File: config.mk
export PLATFORM = sky130hd
export DESIGN_NAME = mpp_ram
export DESIGN_NICKNAME = d
export VERILOG_FILES = /design/src/multicolor_pixel_plot_top_defines.svh /design/src/mpp_ram.sv
export SDC_FILE = /design/constraint.sdc
export NUM_CORES = 2
export LEC_CHECK = 0
export BUFFER_PORTS_ARGS = -buffer_cell sky130_fd_sc_hd__clkbuf_2
export CAP_MARGIN = 25
export CORE_MARGIN = 2
export CORE_UTILIZATION = 50
export DETAILED_ROUTE_END_ITERATION = 10
export GPL_TIMING_DRIVEN = 1
export PLACE_DENSITY = 0.68
export SETUP_SLACK_MARGIN = 0.2
export SLEW_MARGIN = 20
export SYNTH_ARGS = -nofsm -noshare
export SYNTH_HDL_FRONTEND = slang
export SYNTH_SLANG_ARGS = --single-unit
File: constraint.sdc
create_clock -name clk -period 2 [get_ports clk]
set_clock_uncertainty 0.1 [all_clocks]
set_input_delay 0.1 -clock clk [delete_from_list [all_inputs] [get_ports clk]]
set_output_delay 0.1 -clock clk [all_outputs]
set_load 0.005 [all_outputs]
File: src/multicolor_pixel_plot_top_defines.svh
// assertion macros shared by the plotter rtl
`ifndef MULTICOLOR_PIXEL_PLOT_TOP_DEFINES_SVH
`define MULTICOLOR_PIXEL_PLOT_TOP_DEFINES_SVH

// same-cycle implication, checked out of reset
`define MPP_ASSERT_IMP(label, ante, cons) \
    label: assert property (@(posedge clk) disable iff (!rst_n) (ante) |-> (cons)) \
        else $error("mpp assertion failed");

// next-cycle implication, checked out of reset
`define MPP_ASSERT_NEXT(label, ante, cons) \
    label: assert property (@(posedge clk) disable iff (!rst_n) (ante) |=> (cons)) \
        else $error("mpp assertion failed");

`endif

File: src/mpp_ram.sv
// generic single-port-write, registered-read ram
module mpp_ram #(
    parameter int WIDTH = 8,
    parameter int DEPTH = 256
) (
    input  logic                     clk,
    input  logic                     we,
    input  logic [$clog2(DEPTH)-1:0] waddr,
    input  logic [WIDTH-1:0]         wdata,
    input  logic [$clog2(DEPTH)-1:0] raddr,
    output logic [WIDTH-1:0]         rdata
);

    logic [WIDTH-1:0] mem [DEPTH];
    logic [WIDTH-1:0] rdata_reg;

    always_ff @(posedge clk)
    begin
        if (we)
        begin
            mem[waddr] <= wdata;
        end
        rdata_reg <= mem[raddr];
    end

    assign rdata = rdata_reg;

endmodule

==> results.sh <==
export IMPL_status="finished with violations"
export IMPL_violations="setup timing"
export IMPL_critPathArrivalTime_ps=2990
export IMPL_via_count=41236
export IMPL_postCtsSetupRepairBufs=0
export IMPL_placed_area_um2=87510
export IMPL_ys_seq_area_share_pct=77.50
export IMPL_critPathLaunchType="flip-flop"
export IMPL_io_buffers=33
export IMPL_cts_root_buf="clkbuf_16"
export IMPL_syn_area_um2=79560
export IMPL_grt_pass1_vias=41345
export IMPL_yosys_warnings=0
export IMPL_drive_above_1_share_pct=34.25
export IMPL_track_usage_pct=24.34
export IMPL_worst_pin_slew_ps=853.0
export IMPL_cellLeakagePower_nw=30.80
export IMPL_r2r_setup_slack_ps=-400
export IMPL_ys_types=55
export IMPL_antenna_found_initial=14
export IMPL_totalWireLength_um=196300
export IMPL_min_path_type="input pin to flip-flop"
export IMPL_dp_final_hpwl_um=126700
export IMPL_clock_latency_ps=830
export IMPL_min_from="wdata[1]"
export IMPL_slew_headroom_pct=43.13
export IMPL_clk_pin_slew_ps=60
export IMPL_synth_seq_cells=2056
export IMPL_ant_nets=0
export IMPL_route_detailed_drc=0
export IMPL_drt_iter0_markers=5094
export IMPL_cp_end_kind="flip-flop"
export IMPL_largest_reg_flops=2048
export IMPL_path_class="flip-flop to flip-flop"
export IMPL_fin_total_pwr_mw=88.90
export IMPL_rsz0062_at_grt="true"
export IMPL_setup_slack_ps=-403.7
export IMPL_ir_drop_v=0.0009101
export IMPL_io_pins=34
export IMPL_syn2layout_area_growth_pct=18.79
export IMPL_die_w_um=402.9
export IMPL_fin_crit_sh_pct=120.2
export IMPL_final_core_util_pct=59.74
export IMPL_overflow=0
export IMPL_cp_max_fo=1
export IMPL_grt_pass1_wl_um=286800
export IMPL_grt_max_degree=122
export IMPL_place_congestion=0.8749
export IMPL_syn_num_nets=3759
export IMPL_die_y_um=402.9
export IMPL_fin_crit_ps=2404
export IMPL_nets=4511
export IMPL_vias_per_cell=6.128
export IMPL_startpoint="mem[83][0]$_DFFE_PP_"
export IMPL_pre_cts_ws_ps=-1596
export IMPL_core_area_um2=158200
export IMPL_cp_data_required_time_ps=2580
export IMPL_start_util_pct=50.29
export IMPL_cts_tree="built"
export IMPL_cts_path_max_buffers=3
export IMPL_avgSynthCellArea_um2=21.31
export IMPL_fmax_mhz=416.0
export IMPL_rows=146
export IMPL_maxCapViolCount=0
export IMPL_hold_violations=0
export IMPL_dieArea_um2=162300
export IMPL_cts_num_sinks=2056
export IMPL_power_density_nw_per_um2=940.7
export IMPL_setup_viol=8
export IMPL_cts_max_level=4
export IMPL_wl_per_cell_um=29.17
export IMPL_final_area_um2=94500
export IMPL_numCtsBuffers=198
export IMPL_slew_violations=0
export IMPL_synthCells=3733
export IMPL_dr_pass1_iters=6
export IMPL_r2r_start="mem[83][0]$_DFFE_PP_"
## stage by stage
step / hold WS (ps) / std cells / TNS [ps]
floorplan: 98.87 / 3733 / -4103
global placement: 248.9 / 6339 / -10480
detailed placement: 249.9 / 6340 / -10060
CTS: 2.355 / 6727 / -2439
global route: 15.04 / 6726 / -2646
finish: 56.01 / 6729 / -2172
## critical path: stages, from the launching register on
cell	delay, ps
edfxtp_1	380
mux4_2	480
mux4_2	550
nor2b_4	170
nor4_4	360
buf_4	200
nor4_2	40
## power breakdown
| group | switching [mW] | total, mW | internal (mW) |
|---|---|---|---|
| Combinational | 2.98 | 5.07 | 2.09 |
| Sequential | 0.125 | 47.6 | 47.5 |
| Clock | 15.9 | 36.2 | 20.3 |
| Total | 19.0 | 88.9 | 69.9 |
## placed cells by master (no fill, tap or decap), types with 6 or more instances in the layout
master,count
edfxtp_1,2048
buf_4,658
mux4_2,455
nor2_1,269
clkbuf_16,202
mux2i_1,134
a22oi_1,131
a21oi_1,96
buf_12,75
clkbuf_1,48
o221ai_1,44
clkinv_1,43
clkinv_2,36
nand3_1,34
nand2_1,33
o22ai_1,28
nor2b_1,22
clkbuf_2,18
dlygate4sd3_1,17
nor4_2,14
nor3_1,12
bufinv_16,11
nand4_1,10
o211ai_1,10
o21ai_0,10
clkbuf_8,10
nor2b_4,9
a211oi_2,9
nor2_2,8
buf_8,8
a22o_1,7
nor4_1,7
a211oi_1,7
a221oi_1,7
and2_1,6
nand2b_1,6
nor3_2,6
nor4_4,6
## final cells by class
type | count | area [um^2]
inverter | 2 | 7.507
fill | 11029 | 63690
clock buffer | 258 | 5345
timing repair buffer | 785 | 6908
sequential | 2056 | 61660
tap | 2072 | 2592
antenna | 3 | 7.507
multi-input combinational | 1442 | 17010
clock inverter | 111 | 964.7
## cell families after synthesis
group                  after synthesis  synth area share, %
buffers and inverters              235                1.831
AO/OA/AOI/OAI                      385                3.419
flip-flops                        2056                77.50
multiplexers                       591                14.62
AND/OR/NAND/NOR                    466                2.628
## path summary, 6_finish.rpt
kind,endpoint,cells after the start
setup / recovery,rdata[0]$_DFF_P_,6
hold / removal,mem[121][1]$_DFFE_PP_,2
setup reg to reg,rdata[0]$_DFF_P_,6
hold reg to reg,rdata[3]$_DFF_P_,5
## what timing repair did
item,in CTS,in global routing
setup endpoints to repair,13,522
pin swaps,20,18
gates resized for setup,63,36
hold buffers,18,0
hold endpoints to repair,2052,0
## Yosys cell counts (all sizes together)
cell type | n | area share (%)
mux2i | 134 | 1.7
a21oi | 96 | 0.60
edfxtp | 2048 | 77
a22oi | 133 | 1.3
nor3 | 22 | 0.14
a311oi | 2 | 0.022
nand2 | 33 | 0.16
a22o | 8 | 0.088
or2b | 1 | 0.0094
o32ai | 5 | 0.064
or2 | 4 | 0.031
a2111oi | 5 | 0.066
nor2b | 31 | 0.24
nor2 | 282 | 1.3
o22a | 5 | 0.055
a211oi | 16 | 0.15
a31oi | 2 | 0.016
nor4 | 27 | 0.24
clkinv | 1 | 0.0047
inv | 1 | 0.0047
nand2b | 8 | 0.063
and3b | 2 | 0.022
clkbuf | 111 | 0.52
nand4 | 10 | 0.079
mux4 | 456 | 13
buf | 122 | 1.3
and2 | 6 | 0.047
o211ai | 10 | 0.094
o21ai | 12 | 0.075
nand3b | 2 | 0.019
mux2 | 1 | 0.014
nand3 | 34 | 0.21
and3 | 1 | 0.0079
nor4b | 1 | 0.011
or3b | 1 | 0.011
o22ai | 28 | 0.22
o311ai | 1 | 0.011
o221ai | 47 | 0.53
dfxtp | 8 | 0.20
a21boi | 1 | 0.0094
a221oi | 14 | 0.16
nor3b | 1 | 0.0094
## metal layers
layer | wire, um | vias to the layer above | track usage, %
li1 | - | 17205 | -
met1 | 78200 | 21614 | 35.40
met2 | 93640 | 2081 | 38.08
met3 | 19090 | 326 | 4.695
met4 | 5273 | 10 | 6.794
met5 | 94 | - | 0
No activity file was read; power rests on OpenSTA's default activity.
